<file path="src/rtl/crr_pkg.sv">
package crr_pkg;

    // Configuration register indexes
    typedef logic [2:0] t_cfg_idx;
    localparam t_cfg_idx CFG_ORIGIN_OFFSETS = 3'd0;
    localparam t_cfg_idx CFG_LEGACY_MODE    = 3'd1;
    localparam t_cfg_idx CFG_BEHAVIOR_FLAGS = 3'd2;
    localparam t_cfg_idx CFG_TURBO_SETUP    = 3'd3;
    localparam t_cfg_idx CFG_INVERT_MASK    = 3'd4;

    localparam int CFG_DATA_W = 64;
    localparam int IN_DATA_W  = 72;
    localparam int OUT_DATA_W = 64;

    // Behavior flag bit positions
    localparam int FLG_L_TO_C      = 0;
    localparam int FLG_C_TO_L      = 1;
    localparam int FLG_PAD_TO_L    = 2;
    localparam int FLG_PAD_TO_C    = 3;
    localparam int FLG_UNIFY_TRIG  = 4;
    localparam int FLG_NO_TRIGGERS = 5;
    localparam int FLG_NO_C_STICK  = 6;
    localparam int FLG_NO_L_STICK  = 7;

    // Turbo setup bit positions
    localparam int TRB_X_AS_A = 0;
    localparam int TRB_Y_AS_B = 1;

    // One report as eight bytes plus the turbo phase
    typedef struct packed {
        logic [2:0] turbo_phase;
        logic [7:0] raw_trigger_r;
        logic [7:0] raw_trigger_l;
        logic [7:0] raw_c_y;
        logic [7:0] raw_c_x;
        logic [7:0] raw_left_y;
        logic [7:0] raw_left_x;
        logic [7:0] raw_buttons_b;
        logic [7:0] raw_buttons_a;
    } t_in_item;

    typedef struct packed {
        logic [7:0] out_trigger_r;
        logic [7:0] out_trigger_l;
        logic [7:0] out_c_y;
        logic [7:0] out_c_x;
        logic [7:0] out_left_y;
        logic [7:0] out_left_x;
        logic [7:0] out_buttons_1;
        logic [7:0] out_buttons_0;
    } t_out_item;

    // Direction bits of a corrected stick byte: bit0 negative, bit1 positive
    function automatic logic [1:0] sign_bits(input logic [7:0] v);
        logic [1:0] s;
        if (v == 8'h00) begin
            s = 2'b00;
        end else if (v[7]) begin
            s = 2'b01;
        end else begin
            s = 2'b10;
        end
        return s;
    endfunction

    // Pad directions to a stick x byte: Left gives 0x80, Right 0x7f, both 0xff
    function automatic logic [7:0] pad_x(input logic [7:0] pad);
        return {pad[6], {7{pad[7]}}};
    endfunction

    // Pad directions to a stick y byte: Up gives 0x80, Down 0x7f, both 0xff
    function automatic logic [7:0] pad_y(input logic [7:0] pad);
        return {pad[4], {7{pad[5]}}};
    endfunction

endpackage

</file>
<file path="src/rtl/controller_report_remapper.sv">
// Controller report remapper.
// Slave stream: one beat is one raw 8-byte controller report plus a 3-bit
// turbo phase. Master stream: one beat is the remapped 8-byte report.
// Each byte of the analog section is corrected by its rest offset, then the
// buttons are packed either into the legacy pad byte (with turbo and stick
// direction bits) or into the extended two-byte layout with the behavior
// flags and the invert mask applied.
// An accepted beat passes from the input register to the result register.
// Throughput: one beat per cycle, set by the two-register pipeline; the
// slave side keeps accepting while a finished result waits, and stops only
// when both registers hold beats and the master side is stalled.
// Configuration is written through the write port; the user must write it
// only while the stream is idle, which the block does not enforce.
// Reset (synchronous, active low) empties both registers and loads the
// register defaults: legacy mode on, everything else zero.
module controller_report_remapper (
    input  logic                                 i_clk,
    input  logic                                 i_rst_n,
    // raw_buttons_a, raw_buttons_b, raw_left_x, raw_left_y, raw_c_x,
    // raw_c_y, raw_trigger_l, raw_trigger_r, turbo_phase[2:0], 5 zero bits
    input  logic                                 i_s_axis_tvalid,
    output logic                                 o_s_axis_tready,
    input  logic [crr_pkg::IN_DATA_W-1:0]        i_s_axis_tdata,
    // out_buttons_0, out_buttons_1, out_left_x, out_left_y, out_c_x,
    // out_c_y, out_trigger_l, out_trigger_r
    output logic                                 o_m_axis_tvalid,
    input  logic                                 i_m_axis_tready,
    output logic [crr_pkg::OUT_DATA_W-1:0]       o_m_axis_tdata,
    input  logic                                 i_cfg_we,
    input  crr_pkg::t_cfg_idx                    i_cfg_idx,
    input  logic [crr_pkg::CFG_DATA_W-1:0]       i_cfg_wdata
);

    logic [47:0]        r_origin_offsets;
    logic               r_legacy_mode;
    logic [7:0]         r_behavior_flags;
    logic [1:0]         r_turbo_setup;
    logic [63:0]        r_invert_mask;

    logic               r_s1_valid;
    crr_pkg::t_in_item  r_s1_item;
    logic               r_out_valid;
    crr_pkg::t_out_item r_out_item;
    crr_pkg::t_out_item n_out_item;

    logic               s2_ready;
    logic               s1_ready;

    // Configuration registers
    always_ff @(posedge i_clk) begin
        if (!i_rst_n) begin
            r_origin_offsets <= '0;
            r_legacy_mode    <= 1'b1;
            r_behavior_flags <= '0;
            r_turbo_setup    <= '0;
            r_invert_mask    <= '0;
        end else if (i_cfg_we) begin
            case (i_cfg_idx)
                crr_pkg::CFG_ORIGIN_OFFSETS: r_origin_offsets <= i_cfg_wdata[47:0];
                crr_pkg::CFG_LEGACY_MODE:    r_legacy_mode    <= i_cfg_wdata[0];
                crr_pkg::CFG_BEHAVIOR_FLAGS: r_behavior_flags <= i_cfg_wdata[7:0];
                crr_pkg::CFG_TURBO_SETUP:    r_turbo_setup    <= i_cfg_wdata[1:0];
                crr_pkg::CFG_INVERT_MASK:    r_invert_mask    <= i_cfg_wdata;
                default: ;
            endcase
        end
    end

    // Pipeline flow control
    assign s2_ready        = !r_out_valid || i_m_axis_tready;
    assign s1_ready        = !r_s1_valid || s2_ready;
    assign o_s_axis_tready = s1_ready;

    // Input register
    always_ff @(posedge i_clk) begin
        if (!i_rst_n) begin
            r_s1_valid <= 1'b0;
        end else if (s1_ready) begin
            r_s1_valid <= i_s_axis_tvalid;
        end
    end

    always_ff @(posedge i_clk) begin
        if (s1_ready && i_s_axis_tvalid) begin
            r_s1_item <= crr_pkg::t_in_item'(i_s_axis_tdata[$bits(crr_pkg::t_in_item)-1:0]);
        end
    end

    // Remap one report
    always_comb begin
        logic [7:0] a;
        logic [7:0] bb;
        logic [7:0] lx, ly, cx, cy, tl, tr;
        logic [7:0] p0, p1;
        logic       fire;
        logic [7:0] f;

        a  = r_s1_item.raw_buttons_a;
        bb = r_s1_item.raw_buttons_b;
        f  = r_behavior_flags;
        lx = r_s1_item.raw_left_x    - r_origin_offsets[7:0];
        ly = r_s1_item.raw_left_y    - r_origin_offsets[15:8];
        cx = r_s1_item.raw_c_x       - r_origin_offsets[23:16];
        cy = r_s1_item.raw_c_y       - r_origin_offsets[31:24];
        tl = r_s1_item.raw_trigger_l - r_origin_offsets[39:32];
        tr = r_s1_item.raw_trigger_r - r_origin_offsets[47:40];
        fire = (r_s1_item.turbo_phase == 3'd0);

        if (r_legacy_mode) begin
            p0 = {bb[1:0], bb[2], bb[3], a[4], bb[4], a[1:0]};
            p0[0] = p0[0] | (r_turbo_setup[crr_pkg::TRB_X_AS_A] & a[2] & fire);
            p0[1] = p0[1] | (r_turbo_setup[crr_pkg::TRB_Y_AS_B] & a[3] & fire);
            p0[7:6] = p0[7:6] | crr_pkg::sign_bits(lx);
            p0[5:4] = p0[5:4] | crr_pkg::sign_bits(ly);
            p1 = bb;
        end else begin
            p0 = {bb[1:0], bb[2], bb[3], a[4], bb[4], a[3], a[1]};
            p1 = {4'b0000, bb[5], bb[6], a[2], a[0]};

            // stick copy, left to C has priority
            if (f[crr_pkg::FLG_L_TO_C]) begin
                if (cx == 8'h00 && cy == 8'h00) begin
                    cx = lx;
                    cy = ly;
                end
            end else if (f[crr_pkg::FLG_C_TO_L]) begin
                if (lx == 8'h00 && ly == 8'h00) begin
                    lx = cx;
                    ly = cy;
                end
            end
            if (f[crr_pkg::FLG_PAD_TO_L]) begin
                lx = crr_pkg::pad_x(p0);
                ly = crr_pkg::pad_y(p0);
            end
            if (f[crr_pkg::FLG_PAD_TO_C]) begin
                cx = crr_pkg::pad_x(p0);
                cy = crr_pkg::pad_y(p0);
            end
            if (f[crr_pkg::FLG_UNIFY_TRIG]) begin
                if (tr > tl) begin
                    tl = tr;
                end
                tr = 8'h00;
            end
            // zero regions: triggers, C stick, left stick
            if (f[crr_pkg::FLG_NO_TRIGGERS]) begin
                tl = 8'h00;
                tr = 8'h00;
            end
            if (f[crr_pkg::FLG_NO_C_STICK]) begin
                cx = 8'h00;
                cy = 8'h00;
            end
            if (f[crr_pkg::FLG_NO_L_STICK]) begin
                lx = 8'h00;
                ly = 8'h00;
            end
            p0 = p0 ^ r_invert_mask[7:0];
            p1 = p1 ^ r_invert_mask[15:8];
            lx = lx ^ r_invert_mask[23:16];
            ly = ly ^ r_invert_mask[31:24];
            cx = cx ^ r_invert_mask[39:32];
            cy = cy ^ r_invert_mask[47:40];
            tl = tl ^ r_invert_mask[55:48];
            tr = tr ^ r_invert_mask[63:56];
        end

        n_out_item.out_buttons_0 = p0;
        n_out_item.out_buttons_1 = p1;
        n_out_item.out_left_x    = lx;
        n_out_item.out_left_y    = ly;
        n_out_item.out_c_x       = cx;
        n_out_item.out_c_y       = cy;
        n_out_item.out_trigger_l = tl;
        n_out_item.out_trigger_r = tr;
    end

    // Result register
    always_ff @(posedge i_clk) begin
        if (!i_rst_n) begin
            r_out_valid <= 1'b0;
        end else if (s2_ready) begin
            r_out_valid <= r_s1_valid;
        end
    end

    always_ff @(posedge i_clk) begin
        if (s2_ready && r_s1_valid) begin
            r_out_item <= n_out_item;
        end
    end

    assign o_m_axis_tvalid = r_out_valid;
    assign o_m_axis_tdata  = r_out_item;

    // Slave side stalls only with both registers full
    a_stall_only_when_full: assert property (@(posedge i_clk) disable iff (!i_rst_n)
        !o_s_axis_tready |-> (r_s1_valid && r_out_valid && !i_m_axis_tready))
        else $error("slave side stalled with room in the pipeline");

    // A beat in the input register moves on when the result register frees up
    a_s1_advances: assert property (@(posedge i_clk) disable iff (!i_rst_n)
        (r_s1_valid && s2_ready) |=> o_m_axis_tvalid)
        else $error("beat lost between input and result registers");

    // Nothing is presented right after reset
    a_empty_after_reset: assert property (@(posedge i_clk)
        $past(!i_rst_n) |-> (!o_m_axis_tvalid && !r_s1_valid))
        else $error("pipeline not empty after reset");

endmodule
</file>
<file path="config.mk">
export PLATFORM = sky130hd
export DESIGN_NAME = controller_report_remapper
export DESIGN_NICKNAME = d
export VERILOG_FILES = /design/src/rtl/crr_pkg.sv /design/src/rtl/controller_report_remapper.sv
export SDC_FILE = /design/constraint.sdc
export NUM_CORES = 1
export LEC_CHECK = 0
export CAP_MARGIN = 20
export CORE_UTILIZATION = 45
export DETAILED_ROUTE_END_ITERATION = 6
export DONT_BUFFER_PORTS = 1
export GPL_TIMING_DRIVEN = 0
export SETUP_SLACK_MARGIN = 0.2
export SYNTH_ARGS = -nofsm -noshare
export SYNTH_HDL_FRONTEND = slang
export SYNTH_SLANG_ARGS = --single-unit
</file>
<file path="constraint.sdc">
create_clock -name i_clk -period 9.1 [get_ports i_clk]
set_input_delay 1.82 -clock i_clk [delete_from_list [all_inputs] [get_ports i_clk]]
set_output_delay 1.82 -clock i_clk [all_outputs]
set_load 0.02 [all_outputs]
</file>
Word-level counts from Yosys, hierarchy flattened

Index checks and enable logic that the tools add are counted.

Memory bits (read-only): 0
Output and inout port bits: 66
Memories: 0
Input bits: 144
Bits in latches: 0
Memory bits (writable): 0
Logic and storage cells: 113
Bits in registers: 253

Shifts and indexed selects: 0
Reduce and logical (&&, ||, !) cells: 19
Div/mod/pow operators: 0
Add/subtract/negate cells: 6
Equality and inequality tests: 4
Bitwise logic cells: 16
Mux-type cells: 43
Multipliers: 0
$lt $le $gt $ge: 1

Operators by type and width:

| operator                                       | count |
|---|---|
| two-way mux 8 bit                              | 37 |
| XOR 8 bit                                      | 7 |
| subtractor 8 bit                               | 6 |
| logical NOT 8 bit                              | 4 |
| two-way mux 2 bit                              | 6 |
| AND reduction 2 bit                            | 5 |
| greater-than comparator 8 bit                  | 1 |
| XOR 4 x 8 -> 8 bit                             | 1 |
| == test 3 x 2 -> 1 bit (second input constant) | 2 |
| logical NOT 3 bit                              | 2 |
| bitwise AND 1 bit                              | 4 |
| logical AND 1 bit                              | 4 |
| OR 2 bit                                       | 2 |
| == test 3 x 1 -> 1 bit (second input constant) | 1 |
| == test 3 bit (second input constant)          | 1 |
| logical NOT 1 bit                              | 2 |
| logical OR 1 bit                               | 2 |
| OR 1 bit                                       | 2 |

Longest topological paths before layout

Gate-level depths: netlist of run 1.

Word-level depth: 11
Depth in mapped cells: 17
Depth with buffers taken out: 17

Least setup slack after synthesis of run 1

Ideal clock, no wire load.

Kind: input to register
Start: input port i_m_axis_tready
End: register r_out_item (netlist bit o_m_axis_tdata[0]), enable pin
Arrival: 4.746 ns
Setup slack: 3.860 ns
Stages: 2
Library setup time: 0.494 ns
Path buffers: 0
Data required time: 8.606 ns
Path through: nor2b_1 -> nor2b_1

Cells in the longest elaborated chain, start to end: 2

RTL lines:

| item                 | line                              | RTL |
|---|---|---|
| start, declared      | controller_report_remapper.sv:27  | `input logic i_m_axis_tready,` |
| logical OR 1 bit     | controller_report_remapper.sv:70  | `assign s2_ready = !r_out_valid \|\| i_m_axis_tready;` |
| logical AND 1 bit    | controller_report_remapper.sv:189 | `if (s2_ready && r_s1_valid) begin` |
| end signal, assigned | controller_report_remapper.sv:190 | `r_out_item <= n_out_item;` |
| end, declared        | controller_report_remapper.sv:43  | `crr_pkg::t_out_item r_out_item;` |

Every way passes these cells.
A chain may end at the register's enable or synchronous reset.

==> run_results.csv, run 1 <==
group,metric,value,unit
status,status,"finished clean",
clocking,post_cts_buffers,0,
cells_and_area,fill_cells,2709,
cells_and_area,nets,1652,
timing,min_period,4.59,ns
synth,syn-cell-area,0.0133,mm^2
detailed_routing,met2_length,18300,um
die,die_w,174,um
timing,hold_viol,0,
detailed_routing,viasPerCell,5.92,
grt,grt_pass1_wl,63600,um
placed_design,post-dp-hpwl,32000,um
die,die_area,0.0304,mm^2
die,rows,62,
pwr,cellPowerDensity,197,mW/mm^2
die,ios,210,
grt,antenna_found_initial,0,
clocking,clkSinkCount,253,
job,max_cap_viol_count,0,
clocking,cts-root-buf,"clkbuf_16",
clocking,cts-hold-fix-buffers,0,
detailed_routing,wl_per_cell,22.9,um
detailed_routing,route.met3.wl,4280,um
critical_path,crit_chain,"inv_1 -> ha_1 -> inv_1 -> fa_1 -> a21o_1 -> a21o_1 -> a21o_1 -> a311oi_2 -> o2111ai_1 -> nor4_4 -> buf_6 -> a31oi_1 -> and3b_1 -> a311oi_1",
synth,synth_cells,1421,
grt,grt_max_degree,49,
min_path,hp-class,"reg -> reg",
die,start_util,46.1,%
cells_and_area,syn_to_final_growth,11.9,%
pwr,power,2.94,mW
clocking,insertion_delay,0.56,ns
synth,syn-num-nets,1619,
timing,skew,0.0153,ns
critical_path,critPathBufInv,3,
grt,gr-total-overflow,0,
timing,rsz0062_at_grt,"no",
detailed_routing,first_pass_iters,6,
cells_and_area,final_util,51.6,%
grt,grt_pass1_vias,10400,
detailed_routing,drc,0,
critical_path,crit_path_max_incr_delay,0.66,ns
timing,finalMaxSlewViolations,0,
clocking,cts_buffers,28,
clocking,cts_tree,"built",
timing,worst_pin_slew,1.02,ns
critical_path,worstSetupPathType,"reg -> reg",
critical_path,cp-start-kind,"flop",
critical_path,worst_path_max_delay_cell,"a311oi_2",
detailed_routing,drt_iter0_markers,1057,
clocking,cts_buffer_depth,3,
synth,seq_area_frac_synth,47.5,%
clocking,htree_levels,1,
die,coreArea,0.0289,mm^2
critical_path,worstPathMaxFanout,10,
pwr,peakVddDrop,0.000136,V
detailed_routing,wl_met1,18800,um
timing,setup_viol,0,
timing,hold_slack,0.463,ns
placed_design,gp_congestion,0.940,
grt,grt_usage,27.7,%
placed_design,port_buffers,0,
clocking,cts_resized,0,
synth,syn_area_per_cell,9.39,um^2
synth,ys.flop_type,"edfxtp_1",
detailed_routing,ant_nets,0,
critical_path,cpMostUsedCell,"a21o_1",
cells_and_area,drive_gt1_share,5.42,%
synth,yosys_register_bits,253,
timing,timing.final.crit_share,50.4,%
synth,yosys_warnings,0,
critical_path,required,9.38,ns
clocking,clkTransAtPathRegs,0.06,ns
critical_path,cp_data_arrival_time,4.87,ns
timing,max-slew-margin-rel,32.2,%
critical_path,crit_family,"compound AO/OA/AOI/OAI gates",
die,die_h,174,um
cells_and_area,n_antenna_cell,0,
detailed_routing,routed.top_layer,"met4",
synth,synth_edf_count,128,
detailed_routing,routed_wirelength,42700,um
timing,clock.fmax,218,MHz
critical_path,endpoint_kind,"flop",
timing,tns,0,ns
synth,async_flop_share,0,%
pwr,p_leak,5.14,nW
detailed_routing,via_count,11000,
synth,netlist-cell-type-count,81,
==> per-stage QoR <==
step	setup WS, ns	cell area, um^2	cells
after floorplan	3.86	13300	1421
after global placement	1.98	13800	1805
after detailed placement	4.59	13900	1808
after CTS	4.57	14900	1860
after global routing	4.20	14900	1860
final	4.51	14900	1860
==> path summary, 6_finish.rpt <==
path / from / end / slack, ns / cells past startpoint
hold reg to reg: r_origin_offsets[22] / r_origin_offsets[22] / 0.46 / 2
setup / recovery: r_s1_item[16] / o_m_axis_tdata[31] / 4.51 / 14
setup reg to reg: r_s1_item[16] / o_m_axis_tdata[31] / 4.51 / 14
hold / removal: r_origin_offsets[22] / r_origin_offsets[22] / 0.46 / 2
==> worst min-delay path, delay by kind of cell, from the launching register on <==
| family | cells | cell delay (ns) |
|---|---|---|
| flops | 1 | 0.31 |
| simple gates | 1 | 0.05 |
| compound gates | 1 | 0.06 |
==> layout by cell type, fill, tap and decap left out, types with 24 or more instances in the layout <==
master / count
a21boi_0: 126
a21oi_1: 58
clkbuf_1: 62
clkbuf_16: 29
dfxtp_1: 125
edfxtp_1: 128
ha_1: 48
inv_1: 89
nand2_1: 272
nand3_1: 26
nor2_1: 58
o21ai_0: 62
xor2_1: 24
==> final cells by class <==
class / instances / area, um^2 / area share [%]
Timing Repair Buffer: 3 / 82.6 / 0.553
Multi-Input combinational cell: 1007 / 6400 / 42.8
Tap cell: 384 / 480 / 3.22
Sequential cell: 253 / 6350 / 42.5
Buffer: 70 / 273 / 1.83
Clock inverter: 15 / 225 / 1.51
Clock buffer: 37 / 796 / 5.33
Inverter: 91 / 342 / 2.29
==> kinds of logic (layout without fill, tap and decap cells) <==
kind of cell | after synthesis | after routing | share of synthesized area (%)
flops | 253 | 253 | 47.5
fa+ha+maj | 55 | 55 | 5.48
simple gates | 489 | 489 | 17.0
xor+xnor | 47 | 47 | 3.14
buf+inv | 161 | 216 | 4.60
mux | 7 | 7 | 0.562
compound gates | 409 | 409 | 21.6
==> report_power, final <==
group	leakage [nW]	total (mW)	internal, mW	switching (mW)
logic	2.40	0.376	0.129	0.247
clock network	0.504	1.26	0.781	0.477
registers	2.24	1.31	1.26	0.0499
total	5.14	2.94	2.17	0.774
==> synthesized netlist by cell type, drive strengths merged, types with 6 or more instances <==
master   instances  area [um^2]
o311a            7         70.1
nor2            58          218
o31a             6         52.6
nor3            12         65.1
dfxtp          125         2500
and2             7         43.8
a211o            6         52.6
a2111oi          8         76.3
ha              48          601
a41oi            8         70.1
xnor2           23          209
a21oi           59          299
a31oi           11         68.8
inv             89          334
o32ai            6         52.6
nand2b           7         43.8
a21o            14          105
buf             12         55.1
nand4           10         62.6
or2             10         65.1
a311oi          10         93.8
nor3b            8         60.1
nand2          272         1020
or3             23          144
xor2            24          210
o311ai           6         52.6
a21boi         127          953
a22oi            7         52.6
o22ai           10         62.6
edfxtp         128         3840
and3             9         56.3
fa               6          120
o211ai          12         90.1
o21ai           63          315
nor4             6         52.6
o31ai            6         45.0
o21a            12         90.1
nor2b           20          125
a211oi           9         72.6
clkbuf          58          218
nand3           28          150
==> sequential cells by signal, summed over array words and instances, names as in the netlist <==
name              count
o_m_axis_tdata       64
o_m_axis_tvalid       1
r_behavior_flags      8
r_invert_mask        64
r_legacy_mode         1
r_origin_offsets     48
r_s1_item            64
r_s1_valid            1
r_turbo_setup         2
==> metal layers <==
layer / track usage (%) / up-vias
met5: 0 / -
met4: 8.55 / 0
met3: 6.39 / 77
met2: 41.3 / 507
met1: 39.7 / 5272
li1: - / 5164
(Power assumes the default switching activity.)
==> run 2: changes to the inputs <==
==> constraint.sdc (replaced) <==
create_clock -name i_clk -period 4.25 [get_ports i_clk]
set_input_delay 0.85 -clock i_clk [delete_from_list [all_inputs] [get_ports i_clk]]
set_output_delay 0.85 -clock i_clk [all_outputs]
set_load 0.02 [all_outputs]
==> run_results.csv, run 2 (synthesis gave the netlist of run 1 again) <==
group,metric,value,unit
die,ios,210,
pwr,sequentialPowerShare,46.0,%
clocking,htree_levels,1,
placed_design,post-dp-hpwl,31800,um
pwr,switching_share,27.2,%
timing,worst_pin_slew,0.950,ns
pwr,combPwrFrac,14.7,%
timing,clock.fmax,254,MHz
detailed_routing,first_pass_iters,6,
clocking,clkTransAtPathRegs,0.06,ns
pwr,peakVddDrop,0.000331,V
clocking,cts-root-buf,"clkbuf_16",
min_path,hp-class,"in -> reg",
timing,timing.final.crit_share,92.8,%
grt,grt_pass1_vias,10500,
timing,max-slew-margin-rel,36.2,%
clocking,cts_buffer_depth,3,
clocking,cts-hold-fix-buffers,0,
timing,fin_ws,0.307,ns
pwr,p_int,4.43,mW
placed_design,gp_congestion,0.983,
timing,skew,0.0216,ns
critical_path,endpoint_kind,"flop",
timing,min_period,3.94,ns
pwr,p_leak,5.18,nW
die,die_w,174,um
detailed_routing,routed_wirelength,41900,um
clocking,insertion_delay,0.57,ns
detailed_routing,viasPerCell,5.77,
detailed_routing,wl_per_cell,22.3,um
timing,hold_viol,0,
critical_path,worstSetupPathType,"reg -> reg",
critical_path,required,4.51,ns
detailed_routing,ant_nets,0,
cells_and_area,final_util,52.2,%
pwr,power_frac_clock,39.3,%
critical_path,cp_data_arrival_time,4.20,ns
cells_and_area,nets,1668,
detailed_routing,via_count,10800,
clocking,cts_tree,"built",
cells_and_area,drive_gt1_share,7.50,%
die,rows,62,
placed_design,port_buffers,0,
critical_path,cp-start-kind,"flop",
pwr,cellPowerDensity,403,mW/mm^2
job,max_cap_viol_count,0,
pwr,netSwitchingPower,1.66,mW
critical_path,worst_path_max_delay_cell,"or4_1",
die,coreArea,0.0289,mm^2
cells_and_area,mostFrequentLayoutCells,"nand2_1, edfxtp_1, a21boi_0",
die,die_area,0.0304,mm^2
critical_path,worstPathMaxFanout,6,
grt,gr-total-overflow,0,
die,start_util,46.1,%
grt,antenna_found_initial,0,
cells_and_area,syn_to_final_growth,13.2,%
clocking,clkSinkCount,253,
clocking,cts_buffers,29,
timing,setup_viol,0,
grt,grt_usage,27.5,%
critical_path,crit_path_max_incr_delay,0.50,ns
cells_and_area,layout_commonest_cell,"nand2_1",
grt,grt_max_degree,36,
critical_path,critPathBufInv,2,
grt,grt_pass1_wl,63200,um
cells_and_area,n_antenna_cell,0,
critical_path,crit_family,"compound AO/OA/AOI/OAI gates",
critical_path,crit_chain,"inv_1 -> ha_1 -> nor2b_1 -> o31a_1 -> o31a_1 -> o21a_1 -> nor2_2 -> xnor2_2 -> inv_1 -> ha_4 -> nand2_1 -> a21oi_2 -> a41oi_2 -> o211a_4 -> or4_1 -> a31oi_2 -> a22oi_2",
placed_design,place_ws,-0.203,ns
detailed_routing,drc,0,
timing,rsz0062_at_grt,"yes",
status,status,"finished clean",
detailed_routing,drt_iter0_markers,1283,
die,die_h,174,um
timing,finalMaxSlewViolations,0,
-- run 2: worst paths after layout --
check                                     startpoint            endpoint  slack [ns]  depth (start not counted)
worst max-delay path            r_origin_offsets[41]  o_m_axis_tdata[49]        0.31                         17
worst min-delay path              i_s_axis_tdata[42]       r_s1_item[42]        0.37                          0
worst max register to register  r_origin_offsets[41]  o_m_axis_tdata[49]        0.31                         17
worst min register to register     r_invert_mask[62]   r_invert_mask[62]        0.46                          2
-- run 2: layout make-up --
cell class,count,area [um^2]
Timing Repair Buffer,18,173
Multi-Input combinational cell,1007,6590
Clock inverter,14,114
Fill cell,2670,13800
Clock buffer,40,787
Buffer,70,273
Sequential cell,253,6350
Tap cell,384,480
Inverter,91,342
-- run 2: timing repair --
item,CTS,global route
endpoints found under the setup margin,30,33
buffers inserted,6,9
gates resized for setup,11,20
pin swaps,4,10
-- run 2: routing by layer --
layer | track usage, % | share of wire (%) | up-vias
met5 | 0 | 0 | -
met2 | 42.4 | 44 | 447
met3 | 5.77 | 8.1 | 75
met1 | 38.5 | 45 | 5128
li1 | - | - | 5185
met4 | 8.48 | 3.2 | 0
-- run 2: power groups by stage --
stage                     clock network (mW)  logic, mW  registers, mW
final                                   2.39      0.892           2.80
after global routing                    2.53      0.963           2.81
after CTS                               2.44      0.823           2.80
after detailed placement                   0      0.782           2.85
after global placement                     0      0.765           2.86
after floorplan                            0      0.533           2.83
-- run 2: per-stage QoR --
stage                     area (um^2)  cells  power, mW  TNS (ns)  hold slack (ns)
after global routing            15100   1877       6.30         0            0.355
after global placement          13800   1805       3.62     -1.94            0.452
after detailed placement        13900   1808       3.63     -1.53            0.457
after CTS                       14900   1868       6.06         0            0.358
final                           15100   1877       6.09         0            0.373
after floorplan                 13300   1421       3.36         0            0.441
==> run 3: changes to the inputs <==
--- a/config.mk
+++ b/config.mk
@@ -10,6 +10,8 @@
 export DETAILED_ROUTE_END_ITERATION = 6
 export DONT_BUFFER_PORTS = 1
 export GPL_TIMING_DRIVEN = 0
+export RECOVER_POWER = 25
+export REMOVE_ABC_BUFFERS = 1
 export SETUP_SLACK_MARGIN = 0.2
 export SYNTH_ARGS = -nofsm -noshare
 export SYNTH_HDL_FRONTEND = slang
==> run_results.csv, run 3 (synthesis gave the netlist of run 1 again) <==
group,metric,value,unit
status,status,"complete, but fails checks",
status,violations,"capacitance limit, slew limit",
min_path,hp-class,"in -> reg",
timing,rsz0062_at_grt,"yes",
timing,timing.final.crit_share,91.1,%
detailed_routing,routed.top_layer,"met4",
detailed_routing,via_count,10400,
detailed_routing,drt_iter0_markers,738,
placed_design,placed_cells,1742,
grt,grt_pass1_vias,10000,
cells_and_area,seq_area,0.00635,mm^2
clocking,htree_levels,1,
timing,finalMaxSlewViolations,38,
clocking,cts_buffer_depth,3,
die,coreArea,0.0289,mm^2
pwr,p_leak,5.15,nW
timing,hold_slack,0.380,ns
detailed_routing,ant_nets,0,
clocking,cts-root-buf,"clkbuf_16",
critical_path,r2r_setup_slack,0.38,ns
cells_and_area,finalNonFillerCells,1807,
critical_path,r2r-start,"r_s1_item[57]",
detailed_routing,drc,0,
cells_and_area,fill_cells,2661,
timing,setup_viol,0,
detailed_routing,wl_per_cell,20.3,um
critical_path,required,4.51,ns
cells_and_area,layout_commonest_cell,"nand2_1",
critical_path,crit_cells,16,
cells_and_area,mostFrequentLayoutCells,"nand2_1, edfxtp_1, a21boi_0",
placed_design,place_ws,-0.315,ns
critical_path,crit_family,"compound AO/OA/AOI/OAI gates",
timing,tns,0,ns
grt,antenna_found_initial,0,
timing,skew,0.0138,ns
critical_path,worstReg2RegEnd,"o_m_axis_tdata[49]",
critical_path,crit_chain,"ha_1 -> nor2b_1 -> o31a_1 -> o31a_1 -> o21a_1 -> nor2_4 -> xnor2_2 -> inv_2 -> ha_4 -> nand2_1 -> a21oi_1 -> a41oi_2 -> o211a_4 -> or4_1 -> a31oi_1 -> a22oi_1",
critical_path,worstPathMaxFanout,6,
job,max_cap_viol_count,2,
cells_and_area,multi_input_area,0.00655,mm^2
die,ios,210,
grt,grt_pass1_wl,56800,um
cells_and_area,n_antenna_cell,0,
timing,fin_ws,0.379,ns
grt,gr-total-overflow,0,
critical_path,cpMostUsedCell,"o31a_1",
placed_design,port_buffers,0,
critical_path,endpoint_kind,"flop",
clocking,cts_tree,"built",
critical_path,critPathLaunch,"r_s1_item[57]",
grt,grt_usage,23.9,%
clocking,clkSinkCount,253,
die,start_util,46.1,%
critical_path,cp-endpoint,"o_m_axis_tdata[49]",
cells_and_area,syn_to_final_growth,12.1,%
clocking,clkTransAtPathRegs,0.06,ns
pwr,power,6.19,mW
critical_path,crit_path_max_incr_delay,0.47,ns
clocking,cts-hold-fix-buffers,0,
detailed_routing,first_pass_iters,5,
critical_path,cp_data_arrival_time,4.13,ns
timing,max-slew-margin-rel,-31.7,%
pwr,cellPowerDensity,414,mW/mm^2
die,die_h,174,um
critical_path,critPathBufInv,1,
clocking,insertion_delay,0.56,ns
min_path,hold_path_depth,0,
detailed_routing,met2_length,17400,um
critical_path,worstSetupPathType,"reg -> reg",
detailed_routing,routed_wirelength,36800,um
cells_and_area,nets,1598,
grt,grt_max_degree,126,
timing,clock.fmax,258,MHz
die,die_area,0.0304,mm^2
die,rows,62,
critical_path,reg2reg_depth,16,
cells_and_area,drive_gt1_share,8.01,%
placed_design,gp_congestion,0.853,
critical_path,worst_path_max_delay_cell,"or4_1",
clocking,cts_buffers,29,
timing,hold_viol,0,
die,die_w,174,um
detailed_routing,wl_met1,15900,um
critical_path,cp-start-kind,"flop",
detailed_routing,route.met3.wl,2360,um
pwr,peakVddDrop,0.000398,V
placed_design,post-dp-hpwl,25500,um
timing,min_period,3.87,ns
timing,worst_pin_slew,1.97,ns
detailed_routing,viasPerCell,5.78,
==> run 3: changes by cell type in the layout (fill, tap and decap cells not counted), sizes merged <==
cell and change:
clkbuf -61, buf -12, clkinv -3, clkinvlp +3, bufinv +2, inv +1
==> run 3: final cells by class <==
type,count,area share [%]
Clock buffer,37,5.46
Sequential cell,253,42.4
Inverter,91,2.29
Multi-Input combinational cell,1007,43.7
Timing Repair Buffer,18,1.56
Tap cell,384,3.21
Clock inverter,17,1.30
==> run 3: how the worst min path moves through the flow <==
| stage | startpoint | endpoint | slack, ns |
|---|---|---|---|
| 2_1_floorplan | r_invert_mask[12] | r_invert_mask[12] | 0.44 |
| 3_3_place_gp | r_origin_offsets[36] | r_origin_offsets[36] | 0.45 |
| 3_5_place_dp | r_origin_offsets[46] | r_origin_offsets[46] | 0.46 |
| 4_1_cts | i_s_axis_tdata[46] | r_s1_item[46] | 0.36 |
| 5_1_grt | i_s_axis_tdata[22] | r_s1_item[22] | 0.36 |
| 6_report | i_s_axis_tdata[46] | r_s1_item[46] | 0.38 |
==> run 3: through the flow <==
step	cell area, um^2	util [%]
2_1_floorplan	13100	-
3_3_place_gp	13600	46.8
3_5_place_dp	13700	47.5
4_1_cts	14900	51.4
5_1_grt	15000	51.7
6_report	15000	51.7
==> run 3: layer usage <==
layer	vias up	global-route usage, %
met5	-	0
met4	0	7.31
met3	58	4.79
met2	347	40.6
met1	4983	30.6
li1	5049	-
==> run 3: power breakdown <==
part	switching, mW	internal (mW)	total, mW
sequential	0.121	2.69	2.82
clock	1.02	1.60	2.61
combinational	0.457	0.304	0.760
==> run 3: timing repair <==
| action | CTS | global route |
|---|---|---|
| hold endpoints to repair | 0 | 0 |
| buffers inserted | 11 | 0 |
| setup endpoints to repair | 38 | 21 |
| resized for setup | 7 | 14 |
| pin swaps | 5 | 4 |
